### config.mk
export PLATFORM = sky130hd
export DESIGN_NAME = bracket_text_pretty_printer_unit
export DESIGN_NICKNAME = d
export VERILOG_FILES = /design/src/rtl/btpp_pkg.sv /design/src/rtl/btpp_front.sv /design/src/rtl/btpp_queue.sv /design/src/rtl/btpp_back.sv /design/src/rtl/bracket_text_pretty_printer_unit.sv
export VERILOG_INCLUDE_DIRS = /design/src /design/src/rtl
export SDC_FILE = /design/constraint.sdc
export NUM_CORES = 1
export LEC_CHECK = 0
export BUFFER_PORTS_ARGS = -buffer_cell sky130_fd_sc_hd__buf_2
export CAP_MARGIN = 20
export CORE_UTILIZATION = 40
export DETAILED_ROUTE_END_ITERATION = 7
export GPL_ROUTABILITY_DRIVEN = 0
export PLACE_DENSITY = 0.58
export SYNTH_ARGS = -nofsm -noshare
export SYNTH_HDL_FRONTEND = slang
export SYNTH_SLANG_ARGS = --single-unit
export TNS_END_PERCENT = 20
### constraint.sdc
create_clock -name i_clk -period 3.63 [get_ports i_clk]
set_input_delay 0.5445 -clock i_clk [delete_from_list [all_inputs] [get_ports i_clk]]
set_output_delay 0.5445 -clock i_clk [all_outputs]
set_load 0.02 [all_outputs]
### src/rtl/bracket_text_pretty_printer_unit_macros.svh
// Assertion macros shared by the pretty printer modules.
`ifndef BRACKET_TEXT_PRETTY_PRINTER_UNIT_MACROS_SVH
`define BRACKET_TEXT_PRETTY_PRINTER_UNIT_MACROS_SVH

// The consequent must hold in the same cycle as the antecedent.
`define BTPP_ASSERT_SAME(label, clk, rst_n, ante, cons, msg) \
    label: assert property (@(posedge clk) disable iff (!rst_n) (ante) |-> (cons)) \
        else $error(msg);

// The consequent must hold in the cycle after the antecedent.
`define BTPP_ASSERT_NEXT(label, clk, rst_n, ante, cons, msg) \
    label: assert property (@(posedge clk) disable iff (!rst_n) (ante) |=> (cons)) \
        else $error(msg);

`endif

### src/rtl/btpp_pkg.sv
package btpp_pkg;

    localparam int MAX_DEPTH_DEF = 32;
    localparam int DEPTH_W       = 6;
    localparam int Q_DEPTH       = 2;

    localparam logic [7:0] CH_LBRACE = 8'h7B;
    localparam logic [7:0] CH_LBRACK = 8'h5B;
    localparam logic [7:0] CH_RBRACE = 8'h7D;
    localparam logic [7:0] CH_RBRACK = 8'h5D;
    localparam logic [7:0] CH_COLON  = 8'h3A;
    localparam logic [7:0] CH_COMMA  = 8'h2C;
    localparam logic [7:0] CH_QUOTE  = 8'h22;
    localparam logic [7:0] CH_BSLASH = 8'h5C;
    localparam logic [7:0] CH_TAB    = 8'h09;
    localparam logic [7:0] CH_NL     = 8'h0A;
    localparam logic [7:0] CH_SPACE  = 8'h20;

    localparam logic [1:0] OP_PASS  = 2'd0;
    localparam logic [1:0] OP_OPEN  = 2'd1;
    localparam logic [1:0] OP_CLOSE = 2'd2;
    localparam logic [1:0] OP_COLON = 2'd3;

    typedef struct packed {
        logic [7:0] in_char;
        logic       first_of_text;
    } t_in;

    typedef struct packed {
        logic [7:0] out_char;
        logic       last_of_run;
    } t_out;

    typedef struct packed {
        logic [1:0]         op;
        logic [7:0]         ch;
        logic [DEPTH_W-1:0] tabs;
    } t_cmd;

    typedef struct packed {
        logic push;
        t_cmd cmd;
    } t_q_wr;

    typedef struct packed {
        logic avail;
        t_cmd cmd;
    } t_q_rd;

endpackage

### src/rtl/btpp_front.sv
module btpp_front #(
    parameter int MAX_DEPTH = btpp_pkg::MAX_DEPTH_DEF
) (
    input  logic            i_clk,
    input  logic            i_rst_n,
    input  logic            i_valid,
    output logic            o_stall,
    input  btpp_pkg::t_in   i_data,
    input  logic            i_q_full,
    output btpp_pkg::t_q_wr o_q_wr
);
    import btpp_pkg::*;
    `include "bracket_text_pretty_printer_unit_macros.svh"

    localparam logic [DEPTH_W-1:0] MaxD = DEPTH_W'(MAX_DEPTH);

    logic [DEPTH_W-1:0] r_depth, n_depth;
    logic               r_in_str, n_in_str;
    logic               r_esc, n_esc;
    logic [DEPTH_W-1:0] depth_cur;
    logic               in_str_cur;
    logic               esc_cur;
    logic               accept;
    t_cmd               cmd;

    assign o_stall = i_q_full;
    assign accept  = i_valid && !i_q_full;

    always_comb begin
        depth_cur  = i_data.first_of_text ? '0 : r_depth;
        in_str_cur = i_data.first_of_text ? 1'b0 : r_in_str;
        esc_cur    = i_data.first_of_text ? 1'b0 : r_esc;
        n_depth    = depth_cur;
        n_in_str   = in_str_cur;
        n_esc      = esc_cur;
        cmd.op     = OP_PASS;
        cmd.ch     = i_data.in_char;
        cmd.tabs   = depth_cur;
        if (in_str_cur) begin
            if (esc_cur) begin
                n_esc = 1'b0;
            end else if (i_data.in_char == CH_BSLASH) begin
                n_esc = 1'b1;
            end else if (i_data.in_char == CH_QUOTE) begin
                n_in_str = 1'b0;
            end
        end else begin
            case (i_data.in_char)
                CH_LBRACE, CH_LBRACK: begin
                    if (depth_cur < MaxD) begin
                        n_depth = depth_cur + 1'b1;
                    end
                    cmd.op   = OP_OPEN;
                    cmd.tabs = n_depth;
                end
                CH_RBRACE, CH_RBRACK: begin
                    if (depth_cur != '0) begin
                        n_depth = depth_cur - 1'b1;
                    end
                    cmd.op   = OP_CLOSE;
                    cmd.tabs = n_depth;
                end
                CH_COLON: begin
                    cmd.op = OP_COLON;
                end
                CH_COMMA: begin
                    cmd.op = OP_OPEN;
                end
                CH_QUOTE: begin
                    n_in_str = 1'b1;
                end
                default: begin
                    cmd.op = OP_PASS;
                end
            endcase
        end
    end

    assign o_q_wr.push = accept;
    assign o_q_wr.cmd  = cmd;

    always_ff @(posedge i_clk) begin
        if (!i_rst_n) begin
            r_depth  <= '0;
            r_in_str <= 1'b0;
            r_esc    <= 1'b0;
        end else if (accept) begin
            r_depth  <= n_depth;
            r_in_str <= n_in_str;
            r_esc    <= n_esc;
        end
    end

    `BTPP_ASSERT_SAME(a_depth_limit, i_clk, i_rst_n, 1'b1, r_depth <= MaxD, "depth above limit")

endmodule

### src/rtl/btpp_queue.sv
module btpp_queue (
    input  logic            i_clk,
    input  logic            i_rst_n,
    input  btpp_pkg::t_q_wr i_wr,
    output logic            o_full,
    output btpp_pkg::t_q_rd o_rd,
    input  logic            i_pop
);
    import btpp_pkg::*;
    `include "bracket_text_pretty_printer_unit_macros.svh"

    localparam int PtrW = (Q_DEPTH > 1) ? $clog2(Q_DEPTH) : 1;
    localparam int CntW = $clog2(Q_DEPTH + 1);

    t_cmd            r_mem [Q_DEPTH];
    logic [PtrW-1:0] r_wr_ptr, n_wr_ptr;
    logic [PtrW-1:0] r_rd_ptr, n_rd_ptr;
    logic [CntW-1:0] r_count, n_count;
    logic            do_push;
    logic            do_pop;

    assign o_full    = (r_count == CntW'(Q_DEPTH));
    assign o_rd.avail = (r_count != '0);
    assign o_rd.cmd   = r_mem[r_rd_ptr];
    assign do_push   = i_wr.push && !o_full;
    assign do_pop    = i_pop && o_rd.avail;

    always_comb begin
        n_wr_ptr = r_wr_ptr;
        n_rd_ptr = r_rd_ptr;
        n_count  = r_count;
        if (do_push) begin
            n_wr_ptr = (r_wr_ptr == PtrW'(Q_DEPTH - 1)) ? '0 : r_wr_ptr + 1'b1;
        end
        if (do_pop) begin
            n_rd_ptr = (r_rd_ptr == PtrW'(Q_DEPTH - 1)) ? '0 : r_rd_ptr + 1'b1;
        end
        if (do_push && !do_pop) begin
            n_count = r_count + 1'b1;
        end else if (do_pop && !do_push) begin
            n_count = r_count - 1'b1;
        end
    end

    always_ff @(posedge i_clk) begin
        if (do_push) begin
            r_mem[r_wr_ptr] <= i_wr.cmd;
        end
    end

    always_ff @(posedge i_clk) begin
        if (!i_rst_n) begin
            r_wr_ptr <= '0;
            r_rd_ptr <= '0;
            r_count  <= '0;
        end else begin
            r_wr_ptr <= n_wr_ptr;
            r_rd_ptr <= n_rd_ptr;
            r_count  <= n_count;
        end
    end

    `BTPP_ASSERT_SAME(a_count_bound, i_clk, i_rst_n, 1'b1, r_count <= CntW'(Q_DEPTH), "queue overfilled")
    `BTPP_ASSERT_SAME(a_no_push_full, i_clk, i_rst_n, i_wr.push, !o_full, "push into a full queue")

endmodule

### src/rtl/btpp_back.sv
module btpp_back (
    input  logic            i_clk,
    input  logic            i_rst_n,
    input  btpp_pkg::t_q_rd i_head,
    output logic            o_pop,
    output logic            o_valid,
    input  logic            i_stall,
    output btpp_pkg::t_out  o_data
);
    import btpp_pkg::*;
    `include "bracket_text_pretty_printer_unit_macros.svh"

    localparam logic [1:0] PH_FIRST  = 2'd0;
    localparam logic [1:0] PH_SECOND = 2'd1;
    localparam logic [1:0] PH_TABS   = 2'd2;
    localparam logic [1:0] PH_LAST   = 2'd3;

    logic [1:0]         r_phase, n_phase;
    logic [DEPTH_W-1:0] r_tab_left, n_tab_left;
    logic               r_out_valid, n_out_valid;
    t_out               r_out, n_out;
    logic               advance;
    logic [7:0]         v_char;
    logic               v_last;
    logic [1:0]         v_phase;
    logic [DEPTH_W-1:0] v_tab_left;

    assign advance = !r_out_valid || !i_stall;

    always_comb begin
        v_char     = i_head.cmd.ch;
        v_last     = 1'b0;
        v_phase    = r_phase;
        v_tab_left = r_tab_left;
        case (i_head.cmd.op)
            OP_PASS: begin
                v_last = 1'b1;
            end
            OP_COLON: begin
                case (r_phase)
                    PH_FIRST: begin
                        v_char  = CH_SPACE;
                        v_phase = PH_SECOND;
                    end
                    PH_SECOND: begin
                        v_char  = CH_COLON;
                        v_phase = PH_LAST;
                    end
                    default: begin
                        v_char = CH_SPACE;
                        v_last = 1'b1;
                    end
                endcase
            end
            OP_OPEN: begin
                case (r_phase)
                    PH_FIRST: begin
                        v_phase = PH_SECOND;
                    end
                    PH_SECOND: begin
                        v_char = CH_NL;
                        if (i_head.cmd.tabs == '0) begin
                            v_last = 1'b1;
                        end else begin
                            v_phase    = PH_TABS;
                            v_tab_left = i_head.cmd.tabs;
                        end
                    end
                    default: begin
                        v_char     = CH_TAB;
                        v_tab_left = r_tab_left - 1'b1;
                        v_last     = (r_tab_left == DEPTH_W'(1));
                    end
                endcase
            end
            default: begin
                case (r_phase)
                    PH_FIRST: begin
                        v_char = CH_NL;
                        if (i_head.cmd.tabs == '0) begin
                            v_phase = PH_LAST;
                        end else begin
                            v_phase    = PH_TABS;
                            v_tab_left = i_head.cmd.tabs;
                        end
                    end
                    PH_TABS: begin
                        v_char     = CH_TAB;
                        v_tab_left = r_tab_left - 1'b1;
                        if (r_tab_left == DEPTH_W'(1)) begin
                            v_phase = PH_LAST;
                        end
                    end
                    default: begin
                        v_last = 1'b1;
                    end
                endcase
            end
        endcase
        if (v_last) begin
            v_phase = PH_FIRST;
        end
    end

    always_comb begin
        n_phase     = r_phase;
        n_tab_left  = r_tab_left;
        n_out_valid = r_out_valid;
        n_out       = r_out;
        o_pop       = 1'b0;
        if (advance) begin
            n_out_valid = i_head.avail;
            if (i_head.avail) begin
                n_out.out_char    = v_char;
                n_out.last_of_run = v_last;
                n_phase           = v_phase;
                n_tab_left        = v_tab_left;
                o_pop             = v_last;
            end
        end
    end

    always_ff @(posedge i_clk) begin
        r_out      <= n_out;
        r_tab_left <= n_tab_left;
    end

    always_ff @(posedge i_clk) begin
        if (!i_rst_n) begin
            r_phase     <= PH_FIRST;
            r_out_valid <= 1'b0;
        end else begin
            r_phase     <= n_phase;
            r_out_valid <= n_out_valid;
        end
    end

    assign o_valid = r_out_valid;
    assign o_data  = r_out;

    `BTPP_ASSERT_SAME(a_tabs_left, i_clk, i_rst_n, r_phase == PH_TABS, r_tab_left != '0, "tab run with no tabs left")
    `BTPP_ASSERT_NEXT(a_pop_loads, i_clk, i_rst_n, o_pop, r_out_valid && r_out.last_of_run, "pop without a final byte")

endmodule

### src/rtl/bracket_text_pretty_printer_unit.sv
// An accepted item is registered in the queue, and its first output byte is then registered by the output sequencer.
// A plain or quoted byte passes alone, a colon becomes space, colon, space, an open bracket
// or comma is followed by a newline and one tab per indent level; a close bracket comes after both.
// The output sequencer, emitting one byte per cycle unless i_stall holds it, sets the rate; a two-entry queue feeds it.
// Reset clears the nesting depth, the string and escape flags, the queue and the output valid flag.
module bracket_text_pretty_printer_unit #(
    parameter int MAX_DEPTH = btpp_pkg::MAX_DEPTH_DEF
) (
    input  logic           i_clk,
    input  logic           i_rst_n,
    input  logic           i_valid,
    output logic           o_stall,
    input  btpp_pkg::t_in  i_data,
    output logic           o_valid,
    input  logic           i_stall,
    output btpp_pkg::t_out o_data
);
    import btpp_pkg::*;

    t_q_wr q_wr;
    t_q_rd q_rd;
    logic  q_full;
    logic  q_pop;

    btpp_front #(
        .MAX_DEPTH(MAX_DEPTH)
    ) u_front (
        .i_clk    (i_clk),
        .i_rst_n  (i_rst_n),
        .i_valid  (i_valid),
        .o_stall  (o_stall),
        .i_data   (i_data),
        .i_q_full (q_full),
        .o_q_wr   (q_wr)
    );

    btpp_queue u_queue (
        .i_clk   (i_clk),
        .i_rst_n (i_rst_n),
        .i_wr    (q_wr),
        .o_full  (q_full),
        .o_rd    (q_rd),
        .i_pop   (q_pop)
    );

    btpp_back u_back (
        .i_clk   (i_clk),
        .i_rst_n (i_rst_n),
        .i_head  (q_rd),
        .o_pop   (q_pop),
        .o_valid (o_valid),
        .i_stall (i_stall),
        .o_data  (o_data)
    );

endmodule
==> impl.org, run 1 <==
** Clock tree
- Clk buf depth :: 2
- The later pin in the worst-skew pair is clocked with a latency of 0.33 ns.
- The number of hold buffers added after CTS was 0.
- Once the clock tree was built, the setup fixing pass inserted 0 buffers.
- Clock Tree Root :: sky130_fd_sc_hd__clkbuf_8
- The clock net in this run drives a total of 63 sinks.
- TritonCTS clock tree :: done
- Post-cts gate resize count :: 0
- The H-tree generated during clock tree synthesis spans 3 levels.
- CTS clock-pin slew for the worst setup and hold paths :: 0.07 ns
- Inserted Clock Buffers :: 9

** Power
- For this design the static power due to leakage is approximately 1.4 nW.
- VDD sags by at most 0.302 mV.
- For this design the ratio of total power to cell area is 730 nW/um2.
- Power comes to 2.83 mW.

** Global route
- Pin count of the biggest net entering global routing :: 18
- First-pass GRT wire length :: 12200 um
- The via count of the first global-routing pass was ~2.5k.
- The initial antenna violation count is 0.
- Across every metal layer, demand over resource in global routing totals 17.9%.
- For this run the aggregate overflow at the end of global routing stands at 0.

** Synth
- For this run, the register share of the synthesized area comes to roughly half.
- Leading cell types by total area after synthesis :: sky130_fd_sc_hd__edfxtp_1 41%, sky130_fd_sc_hd__dfxtp_1 9.3%, sky130_fd_sc_hd__mux2i_1 4.7%
- Post-synth EDFFs :: 47
- Cell area after technology mapping :: 3430 um2
- Dominant combinational cell family by area after synthesis :: simple AND/OR/NAND/NOR gates
- Post-Synthesis Cells :: around 330
- Simple-gate share of the synthesized area :: 17.5%
- Synthesized-area fraction occupied by ao, oa, aoi and oai cells :: 16.9%
- Area leader, netlist :: sky130_fd_sc_hd__edfxtp_1
- Mux share of post-synthesis cell area :: 5.97%
- Number of distinct standard cells referenced by the synthesized netlist :: 60
- Average cell area after synthesis :: 10.5 um2
- Adder-cell share of the synthesized area :: 3.64%
- Synth Warn # :: 0
- Net Count, Synth :: about 350
- Share of async-settable or async-resettable flops after synthesis :: 0%
- Number of flip-flops and latches in the synthesized netlist :: 63
- In the synthesized netlist the dominant register cell turns out to be sky130_fd_sc_hd__edfxtp_1.
- The top cell type by area accounts for 41.1% of the synthesized area.
- After Yosys synthesis, XOR and XNOR cells account for 1.79% of the synthesized area.

** STA
- Setup violations remaining at the end of the flow were counted as 0.
- The number of failing hold endpoints at the final stage was 0.
- The worst path in the final design needs a cycle of 3.16 ns, including I/O delays and setup.
- Setup repair after global routing missed its margin :: false
- Clock skew on the completed layout was measured at 0.00878 ns.
- Highest achievable clock rate :: 316 MHz
- The final max-slew violation count is 0.
- Final total negative setup slack :: 0 ns
- In the finished design, the share of the clock period the worst path needs comes to 87.1%.
- Worst Max-Slew Pin Slew :: 0.730 ns
- Worst slew margin relative to its limit :: 51.3%

** Drt
- In the final routed layout, each cell accounts on average for 15.6 um.
- Once detail routing completed, the nets flagged for antenna violations numbered 0.
- The routed layout has roughly 2.6k vias.
- Average vias per placed instance :: 5.53
- Remaining design rule violation count :: 0
- After the first detailed-routing iteration, the DRC count stood at approximately 120.
- Router iterations before antenna repair :: 4
- The routed design has 7210 um of wire.

** Floorplanning
- The region available for standard cell placement spans slightly above 8000 um2.
- Initial standard-cell utilization of the core :: 41.6%
- Ports placed on the boundary :: 24
- The floorplan step set the die height to 94.7 um.
- The floorplan step defined a die boundary enclosing around 9000 um2.
- Horizontal die dimension :: 94.7 um
- The floorplan has 33 rows.

** Flow run
- Maxcap violations :: 0

** Hold path
- Class of the worst hold path :: primary input to flop
- Number of cells on the worst hold path :: 1
- The worst hold path terminates at u_queue.r_mem[0][11].
- Start point of the worst min-delay path :: i_data[6]

** Worst setup path
- Arr. time, crit path :: roughly 3.4 ns
- In this run the worst path has a maximum fanout of 12.
- Crit. End Element :: flop
- The worst register-to-register path has a setup slack of 0.47 ns.
- The critical path is of the flop to flop type.
- STA classifies the critical path startpoint as a flop.
- Critical path data required time :: 3.89 ns
- Measured in cells, the most critical reg-to-reg path has a length of 12.
- Reg-to-reg critical path endpoint :: u_queue.r_count[1]

** Cells and area
- The repair_antennas step left the layout with diodes totalling 0.
- After the last flow step, the layout net total stands at 375.
- Post-route insts no fill :: 462
- Relative to the synthesized area, the layout overhead comes to 12.8%.
- Of the cells placed in the final design, the portion with a size suffix greater than 1 is roughly 17%.

** Placed design
- Including well taps, the total number of placed cells is 446.
- Once detailed placement completed, the half-perimeter wirelength came to 5310 um.
- The count of buffers added on input and output ports is 23.

** Run status
- Result of the run :: completed
critical path, stage by stage (launching register included):
cell	delay (ns)
sky130_fd_sc_hd__dfxtp_1	0.62
sky130_fd_sc_hd__mux2i_1	0.40
sky130_fd_sc_hd__inv_1	0.11
sky130_fd_sc_hd__ha_1	0.34
sky130_fd_sc_hd__a21oi_1	0.16
sky130_fd_sc_hd__o311ai_0	0.14
sky130_fd_sc_hd__a21oi_1	0.23
sky130_fd_sc_hd__nor2_1	0.08
sky130_fd_sc_hd__buf_4	0.16
sky130_fd_sc_hd__inv_1	0.06
sky130_fd_sc_hd__ha_1	0.24
sky130_fd_sc_hd__or3_1	0.36
sky130_fd_sc_hd__a21boi_0	0.16
final cells by class:
| type | instances | area (um2) |
|---|---|---|
| fillers | 770 | 4380 |
| well taps | 105 | 131 |
| inverters | 17 | 63.8 |
| clock inverters | 6 | 68.8 |
| repair buffers | 30 | 168 |
| clock buffers | 10 | 138 |
| flip-flops and latches | 63 | 1730 |
| multi-input cells | 231 | 1570 |
synth_stat cells, drive strengths merged (3+ instances only):
cell type and n:
nand3b 3, edfxtp 47, nand3 4, a211oi 3, o221ai 4, a21oi 17
nand2b 11, buf 5, clkbuf 10, or3 6, o32ai 3, o22ai 6
and2 3, inv 17, mux2 4, or4 4, mux2i 16, nand4 3
xor2 3, o311ai 3, nand2 25, nand4b 3, ha 10, nor2b 3
nor2 23, o21ai 25, xnor2 4, a21boi 4, nor3 6, dfxtp 16
flip-flops by register name, indices dropped and copies added, names as in the netlist, named ones only:
name               count
u_back.o_data          9
u_back.o_valid         1
u_back.r_phase         2
u_back.r_tab_left      6
u_front.r_depth        6
u_front.r_esc          1
u_front.r_in_str       1
u_queue.r_count        2
u_queue.r_mem         32
u_queue.r_rd_ptr       1
u_queue.r_wr_ptr       1
per-layer routing:
metal | GRT usage, % | part of all wire (%)
met5 | 0 | 0
met3 | 4.51 | 3.5
met2 | 27.8 | 46
met4 | 5.30 | 1.1
met1 | 24.4 | 50
stage by stage:
step                      utilization, %  hold slack, ns  area, um2  setup WS [ns]
after CTS                           46.9           0.448       3870          0.459
after global placement              44.4           0.464       3670          0.664
after floorplan                        -           0.452       3430          0.366
final                               46.9           0.460       3870          0.468
after detailed placement            44.4           0.476       3670          0.500
after global routing                46.9           0.443       3870          0.187
worst max-delay path by stage:
stage | start | endpoint | cells after the start
2_1_floorplan | flop | u_queue.r_count[1] | 13
3_3_place_gp | flop | u_queue.r_count[1] | 10
3_5_place_dp | flop | u_queue.r_count[1] | 12
4_1_cts | flop | u_queue.r_count[1] | 12
5_1_grt | flop | u_queue.r_count[1] | 12
6_report | flop | u_queue.r_count[1] | 12
where the power goes:
part           total, mW  switching (mW)  internal [mW]  leakage (nW)
clock              0.612           0.273          0.339         0.103
sequential          1.15           0.131           1.02         0.578
combinational       1.07           0.623          0.444         0.729
total               2.83            1.03           1.80          1.41
cell usage in the layout, fill, tap and decap left out, drive strengths merged, types with 6 or more instances in the layout:
cell type / Yosys / final
clkbuf: 10 / 10
dfxtp: 16 / 16
edfxtp: 47 / 47
buf: 5 / 30
nor2: 23 / 23
ha: 10 / 10
or3: 6 / 6
nand2: 25 / 25
nand2b: 11 / 11
nor3: 6 / 6
o22ai: 6 / 6
o21ai: 25 / 25
a21oi: 17 / 17
mux2i: 16 / 16
inv: 17 / 18
kinds of logic after synthesis:
group / count (synthesis)
AO/OA/AOI/OAI: 86
buffers and inverters: 32
flip-flops: 63
adder cells (fa/ha/maj): 10
AND/OR/NAND/NOR: 108
XOR/XNOR: 7
multiplexers: 20
No activity file was read; power rests on OpenSTA's default activity.
==> run 2, diff against run 1 <==
--- a/config.mk
+++ b/config.mk
@@ -8,10 +8,11 @@
 export LEC_CHECK = 0
 export BUFFER_PORTS_ARGS = -buffer_cell sky130_fd_sc_hd__buf_2
 export CAP_MARGIN = 20
-export CORE_UTILIZATION = 40
+export CORE_UTILIZATION = 30
 export DETAILED_ROUTE_END_ITERATION = 7
 export GPL_ROUTABILITY_DRIVEN = 0
-export PLACE_DENSITY = 0.58
+export PLACE_DENSITY = 0.48
+export SKIP_CTS_REPAIR_TIMING = 1
 export SYNTH_ARGS = -nofsm -noshare
 export SYNTH_HDL_FRONTEND = slang
 export SYNTH_SLANG_ARGS = --single-unit
==> constraint.sdc (replaced) <==
create_clock -name i_clk -period 2.7 [get_ports i_clk]
set_input_delay 0.405 -clock i_clk [delete_from_list [all_inputs] [get_ports i_clk]]
set_output_delay 0.405 -clock i_clk [all_outputs]
set_load 0.02 [all_outputs]
==> impl.org, run 2 (synthesis gave the netlist of run 1 again) <==
** Run status
- Result of the run: completed (unchanged).

** Hold path
- The destination of the worst hold path was u_queue.r_mem[0][7] (was u_queue.r_mem[0][11]).
- Number of cells on the worst hold path :: 1 (unchanged)
- Start point of the worst min-delay path :: i_data[2] (was i_data[6])
- Class of the worst hold path :: primary input to flop (unchanged)

** STA
- The number of failing hold endpoints at the final stage is 0 (unchanged).
- Total count of max-transition violations in the final report :: 0 (unchanged)
- Post-layout minimum cycle time :: 2.47 ns (was 3.16 ns)
- Setup repair after global routing missed its margin :: false (unchanged)
- The smallest hold slack is 0.331 ns (was 0.460 ns).
- Ratio of final minimum period to clock period :: 91.6% (was 87.1%)
- Final total negative setup slack :: 0 ns (unchanged)
- Highest achievable clock rate :: 404 MHz (was 316 MHz)
- The setup violation total in the final timing report came to 0 (unchanged).
- The remaining max-slew budget at the tightest pin came to 50.3% (was 51.3%).
- The worst path setup slack after routing came to 0.227 ns (was 0.468 ns).
- The setup skew after layout was 0.00804 ns (was 0.00878 ns).
- The transition time at the pin with the least slew margin was 0.745 ns (was 0.730 ns).

** Placed design
- The post-detailed-placement half-perimeter wirelength is 5880 um (was 5310 um).
- Count of input and output buffers :: 23 (unchanged)
- The cell count after placement was 485 (was 446).
- Placed Instance Area :: 3760 um2 (was 3670 um2)
- The placement-stage worst setup slack was 0.110 ns (was 0.500 ns).

** Worst setup path
- Reg2Reg Depth :: 8 (was 12)
- The critical path launch point type is a flop (unchanged).
- Kind of critical path :: flop to flop (unchanged)
- Arr. time, crit path :: 2.73 ns (was 3.42 ns)
- Reg-to-reg critical path endpoint :: u_queue.r_count[1] (unchanged)
- Cell family with most CP delay :: simple AND/OR/NAND/NOR gates (was compound AO/OA/AOI/OAI gates)
- Critical path data required time :: 2.96 ns (was 3.89 ns)
- Critical Path Slowest Stage Cell :: sky130_fd_sc_hd__or4b_2 (was sky130_fd_sc_hd__dfxtp_1)
- Count of buffering cells on the critical path with inverters included :: 1 (was 3)
- Maximum fanout encountered on the critical timing path :: 3 (was 12)
- Critical Path Max Stage Delay :: 0.72 ns (was 0.62 ns)
- Slack of the worst reg-to-reg path :: 0.23 ns (was 0.47 ns)
- The kind of end point of the critical path is a flop (unchanged).
- FF-to-FF Start :: u_queue.r_mem[1][2]
- Cells along the critical path: or4b_2, o22ai_2, a21oi_2, nor2_2, inv_1, ha_1, or3_1, a21boi_0 (was mux2i_1, inv_1, ha_1, a21oi_1, o311ai_0, a21oi_1, nor2_1, buf_4, inv_1, ha_1, or3_1, a21boi_0).

** Floorplanning
- The width of the die was 109 um (was 94.7 um).
- Die height :: 109 um (was 94.7 um)
- The placeable core region is 11000 um2 (was 8260 um2).
- Ports placed on the boundary :: 24 (unchanged)
- Die area :: 11900 um2 (was 8960 um2)
- Row Count :: 38 (was 33)
- The starting utilization of the core area is 31.3% (was 41.6%).

** Global route
- The initial antenna violation count came to 0 (unchanged).
- The via count of the first global-routing pass is 2575 (was 2496).
- The first-pass GRT wire length came to 13400 um (was 12200 um).
- The aggregate global routing overflow is 0 (unchanged).
- The global-route total usage across every layer was 15.2% (was 17.9%).
- The pin count of the biggest net entering global routing came to 18 (unchanged).

** Cells and area
- Synthesis-to-finish area growth :: 18.5% (was 12.8%)
- The number of diodes added for antenna fixing is 0 (unchanged).
- The commonest non-fill, non-tap cell in the layout was sky130_fd_sc_hd__edfxtp_1 (unchanged).
- Share of post-route cells with drive strength above 1 :: 19.7% (was 17.1%)
- Flip-flop count of the largest register after layout :: 32 (unchanged)
- Most frequent cells in the layout :: 47 x sky130_fd_sc_hd__edfxtp_1, 25 x sky130_fd_sc_hd__nand2_1, 24 x sky130_fd_sc_hd__o21ai_0 (unchanged)
- Final nets :: 379 (was 375)
- The cell area after layout came to 4070 um2 (was 3870 um2).
- Largest Register :: u_queue.r_mem (unchanged)
- The final core area utilization is 37.1% (was 46.9%).
- The non-filler instance count after layout is 501 (was 462).
- Fillers :: 1095 (was 770)

** Power
- The static power due to leakage was 1.47 nW (was 1.41 nW).
- The total design power came to 4.19 mW (was 2.83 mW).
- The maximum vdd drop came to 0.595 mV (was 0.302 mV).
- Ratio of total power to cell area :: 1030 nW/um2 (was 730 nW/um2)

** Clock tree
- The clock sink total is 63 (unchanged).
- The clock-pin slew reported for the worst setup and hold paths after clock tree synthesis is 0.06 ns (was 0.07 ns).
- The deepest level of the CTS H-tree was 3 (unchanged).
- The clock latency at the later pin of the worst-skew pair was 0.33 ns (about the same).
- Inserted Clock Buffers :: 9 (unchanged)
- The maximum number of buffers from clock root to sink is 2 (unchanged).
- TritonCTS clock tree :: done (unchanged)
- The clock root buffer is sky130_fd_sc_hd__clkbuf_16 (was sky130_fd_sc_hd__clkbuf_8).

** Drt
- Average vias per placed instance :: 5.12 (was 5.53)
- Antenna viol nets, final :: 0 (unchanged)
- Router iterations before antenna repair :: 4 (unchanged)
- Total via count after detailed routing :: 2567 (was 2554)
- The final routed DRC violation total is 0 (unchanged).
- The post-detailed-route wirelength per cell was 16.0 um (was 15.6 um).
- DR iter-0 viols :: 140 (was 124)
- The sum of routed wire length over all layers was 8010 um (was 7210 um).

** Flow run
- Maxcap violations :: 0 (unchanged)
[run 2: cell count changes in the layout (fill, tap and decap cells not counted), moves of 2 or more]
| cell | delta |
|---|---|
| sky130_fd_sc_hd__buf_4 | +3 |
| sky130_fd_sc_hd__clkbuf_16 | +9 |
| sky130_fd_sc_hd__clkbuf_8 | -10 |
| sky130_fd_sc_hd__clkinv_2 | +2 |
[run 2: worst reg2reg max path, cell delays in order (launching register included)]
cell and delay [ns]:
sky130_fd_sc_hd__edfxtp_1 0.40, sky130_fd_sc_hd__or4b_2 0.72, sky130_fd_sc_hd__o22ai_2 0.18, sky130_fd_sc_hd__a21oi_2 0.09, sky130_fd_sc_hd__nor2_2 0.12, sky130_fd_sc_hd__inv_1 0.06, sky130_fd_sc_hd__ha_1 0.30, sky130_fd_sc_hd__or3_1 0.37
sky130_fd_sc_hd__a21boi_0 0.16
[run 2: how the worst max path moves through the flow]
| stage | start | to | slack [ns] | cells after the start |
|---|---|---|---|---|
| after detailed placement | flop | u_queue.r_count[1] | 0.11 | 9 |
| after global placement | flop | u_queue.r_count[1] | 0.20 | 9 |
| after CTS | flop | u_queue.r_count[1] | 0.09 | 9 |
| after global routing | flop | u_queue.r_count[1] | 0.005 | 11 |
| after floorplan | flop | u_queue.r_count[1] | 0.03 | 13 |
| final | u_queue.r_mem[1][2] | u_queue.r_count[1] | 0.23 | 8 |
[run 2: area by class of cell]
class	instances	area, um2	share of cell area, %
Inverter	17	63.8	1.57
Tap cell	140	175	4.30
Timing Repair Buffer	34	201	4.95
Clock buffer	10	229	5.62
Sequential cell	63	1730	42.6
Clock inverter	6	61.3	1.51
Multi-Input combinational cell	231	1610	39.5
[run 2: metal layers]
layer / up-vias / wire, um / track usage, %
met5: - / 0 / 0
met4: 0 / 105 / 4.83
li1: 1292 / - / -
met1: 1223 / 4020 / 20.6
met2: 44 / 3610 / 23.0
met3: 8 / 278 / 4.66
[run 2: where the power goes]
| part | internal [mW] | switching (mW) | leakage [nW] |
|---|---|---|---|
| clock network | 0.710 | 0.415 | 0.142 |
| logic | 0.642 | 0.879 | 0.752 |
| registers | 1.37 | 0.168 | 0.578 |
| total | 2.73 | 1.46 | 1.47 |
==> run 3, diff against run 2 <==
--- a/config.mk
+++ b/config.mk
@@ -11,8 +11,11 @@
 export CORE_UTILIZATION = 30
 export DETAILED_ROUTE_END_ITERATION = 7
 export GPL_ROUTABILITY_DRIVEN = 0
+export HOLD_SLACK_MARGIN = 0.12
 export PLACE_DENSITY = 0.48
+export RECOVER_POWER = 50
 export SKIP_CTS_REPAIR_TIMING = 1
+export SLEW_MARGIN = 20
 export SYNTH_ARGS = -nofsm -noshare
 export SYNTH_HDL_FRONTEND = slang
 export SYNTH_SLANG_ARGS = --single-unit
==> impl.org, run 3 (synthesis gave the netlist of run 1 again) <==
** Global route
- The first-pass GRT wire length is 13400 um (unchanged).
- Pin count of the biggest net entering global routing :: 18 (unchanged)
- The via count of the first global-routing pass is 2575 (unchanged).
- The global-route total usage across every layer is 15.2% (unchanged).
- Sum of overflow across all layers after global routing :: 0 (unchanged)
- Initial antenna violation count :: 0 (unchanged)

** Power
- Worst vdd rail ir drop :: 0.572 mV (was 0.595 mV)
- Switching power total :: 1.46 mW (about the same)
- Sequential cell fraction of total power :: 37.2% (was 36.8%)
- The switching share of power is 35.2% (was 34.9%).
- Internal power summed over all cells :: 2.69 mW (was 2.73 mW)
- The fraction of power consumed by the clock network came to 27.0% (was 26.9%).
- Share of total power in combinational logic :: 35.8% (was 36.3%)
- Ratio of total power to cell area :: 1030 nW/um2 (about the same)
- Leakage power :: 1.41 nW (was 1.47 nW)

** Floorplanning
- The total die area came to 11900 um2 (unchanged).
- The die span in y is 109 um (unchanged).
- The number of placement rows is 38 (unchanged).
- Initial standard-cell utilization of the core :: 31.3% (unchanged)
- Ports placed on the boundary :: 24 (unchanged)
- Total core area :: 11000 um2 (unchanged)
- Horizontal die dimension :: 109 um (unchanged)

** Clock tree
- Clk buf depth :: 2 (unchanged)
- CTS clock-pin slew for the worst setup and hold paths :: 0.05 ns (was 0.06 ns)
- TritonCTS Sinks :: 63 (unchanged)
- Clk_lat worst skew :: 0.33 ns (about the same)
- The number of buffers created by CTS came to 9 (unchanged).
- CTS H-Tree Depth :: 3 (unchanged)
- Clock Tree Root :: sky130_fd_sc_hd__clkbuf_16 (unchanged)
- TritonCTS clock tree :: done (unchanged)

** Cells and area
- The multi-input gate area in the final layout came to 1610 um2 (unchanged).
- Final nets :: 379 (unchanged)
- The register ranked first by flip-flop count was u_queue.r_mem (unchanged).
- Fillers :: 1106 (was 1095)
- The sequential cell area was 1730 um2 (unchanged).
- Flip-flop count of the largest register after layout :: 32 (unchanged)
- Antenna cells :: 0 (unchanged)
- Most common cell after layout, fill and taps aside :: sky130_fd_sc_hd__edfxtp_1 (unchanged)
- Share of post-route cells with drive strength above 1 :: 13.9% (was 19.7%)
- Synthesis-to-finish area growth :: 17.6% (was 18.5%)
- Most frequent cells in the layout :: 47 x sky130_fd_sc_hd__edfxtp_1, 25 x sky130_fd_sc_hd__nand2_1, 24 x sky130_fd_sc_hd__o21ai_0 (unchanged)
- The non-filler instance count after layout came to 501 (unchanged).

** STA
- Hold Violations, Final :: 0 (unchanged)
- Ratio of final minimum period to clock period :: 91.5% (was 91.6%)
- Setup repair after global routing missed its margin :: false (unchanged)
- Worst Max-Slew Pin Slew :: 0.950 ns (was 0.745 ns)
- Setup violators final :: 0 (unchanged)
- The setup skew after layout came to 0.0101 ns (was 0.00804 ns).
- The maximum frequency from static timing analysis was 405 MHz (was 404 MHz).
- Final total negative setup slack :: 0 ns (unchanged)
- Total count of max-transition violations in the final report :: 0 (unchanged)
- Worst-case setup margin in the final layout :: 0.229 ns (was 0.227 ns)
- The final period demand of the worst path is 2.47 ns (about the same).
- The remaining max-slew budget at the tightest pin was 36.7% (was 50.3%).

** Flow run
- Maxcap violations :: 0 (unchanged)

** Worst setup path
- Cell family with most CP delay :: simple AND/OR/NAND/NOR gates (unchanged)
- The critical path launch point type is a flop (unchanged).
- Cells along the critical path: or4b_2, o22ai_2, a21oi_2, nor2_2, inv_1, ha_1, or3_1, a21boi_0 (unchanged).
- The required time of the worst setup path is 2.96 ns (about the same).
- The kind of critical path is flop to flop (unchanged).
- The maximum fanout encountered on the critical timing path was 3 (unchanged).
- Crit. End Element :: flop (unchanged)
- The largest stage delay on the critical path is 0.72 ns (about the same).
- Critical Path Slowest Stage Cell :: sky130_fd_sc_hd__or4b_2 (unchanged)
- The data arrival time at the worst-slack endpoint is 2.73 ns (about the same).
- The number of buffers and inverters on the critical path came to 1 (unchanged).

** Hold path
- Class of the worst hold path :: primary input to flop (unchanged)

** Placed design
- Worst Setup Slack post-DPL :: 0.110 ns (unchanged)
- The post-detailed-placement half-perimeter wirelength was 5880 um (unchanged).
- Placed cell count :: 485 (unchanged)
- The number of I/O port buffers came to 23 (unchanged).

** Drt
- Average vias per placed instance :: 5.15 (was 5.12)
- Final wirelength :: 7960 um (was 8010 um)
- Router iterations before antenna repair :: 4 (unchanged)
- Remaining design rule violation count :: 0 (unchanged)
- Antenna viol nets, final :: 0 (unchanged)
- The via count was 2578 (was 2567).
- DR iter-0 viols :: 126 (was 140)
- Routed wire length per instance :: 15.9 um (was 16.0 um)

** Run status
- Result of the run :: completed (unchanged)
-- run 3: cell types whose count changed in the layout (fill, tap and decap cells not counted), sizes merged --
cell	delta
buf	-21
clkbuf	+21
-- run 3: per-layer routing --
metal / global-route usage, % / share of wire [%] / vias to the layer above
met2: 23.0 / 46 / 49
li1: - / - / 1297
met4: 4.83 / 0.80 / 0
met3: 4.66 / 3.9 / 4
met1: 20.6 / 49 / 1228
met5: 0 / 0 / -
-- run 3: worst paths after layout --
check,from,endpoint,slack (ns),depth (start not counted)
hold / removal,i_stall,u_back.o_valid,0.35,3
setup / recovery,u_queue.r_mem[1][2],u_queue.r_count[1],0.23,8
hold reg to reg,u_front.r_esc,u_front.r_esc,0.48,2
setup reg to reg,u_queue.r_mem[1][2],u_queue.r_count[1],0.23,8
-- run 3: power groups by stage --
stage / combinational (mW) / clock (mW) / sequential [mW]
5_1_grt: 1.67 / 1.20 / 1.59
6_report: 1.49 / 1.12 / 1.55
4_1_cts: 1.52 / 1.16 / 1.54
2_1_floorplan: 1.06 / 0 / 1.58
3_5_place_dp: 1.51 / 0 / 1.56
3_3_place_gp: 1.50 / 0 / 1.55
-- run 3: worst min-delay path: cells and delay by family --
kind,cells,cell delay [ns]
buffers and inverters,1,0.11
AO/OA/AOI/OAI,1,0.06
AND/OR/NAND/NOR,1,0.05
-- run 3: area by class of cell --
| cell class | instances | area share, % |
|---|---|---|
| multi-input combinational | 231 | 39.8 |
| timing repair buffer | 34 | 4.21 |
| clock inverter | 6 | 1.52 |
| inverter | 17 | 1.58 |
| sequential | 63 | 42.9 |
| clock buffer | 10 | 5.67 |
| tap | 140 | 4.34 |
-- run 3: metrics by stage --
step / power, mW / hold slack [ns] / utilization, % / instance area (um2)
final: 4.15 / 0.351 / 36.8 / 4040
after global routing: 4.46 / 0.362 / 36.8 / 4040
after CTS: 4.22 / 0.314 / 36.9 / 4050
after detailed placement: 3.07 / 0.481 / 34.2 / 3760
after global placement: 3.06 / 0.462 / 34.2 / 3760
after floorplan: 2.64 / 0.452 / - / 3470
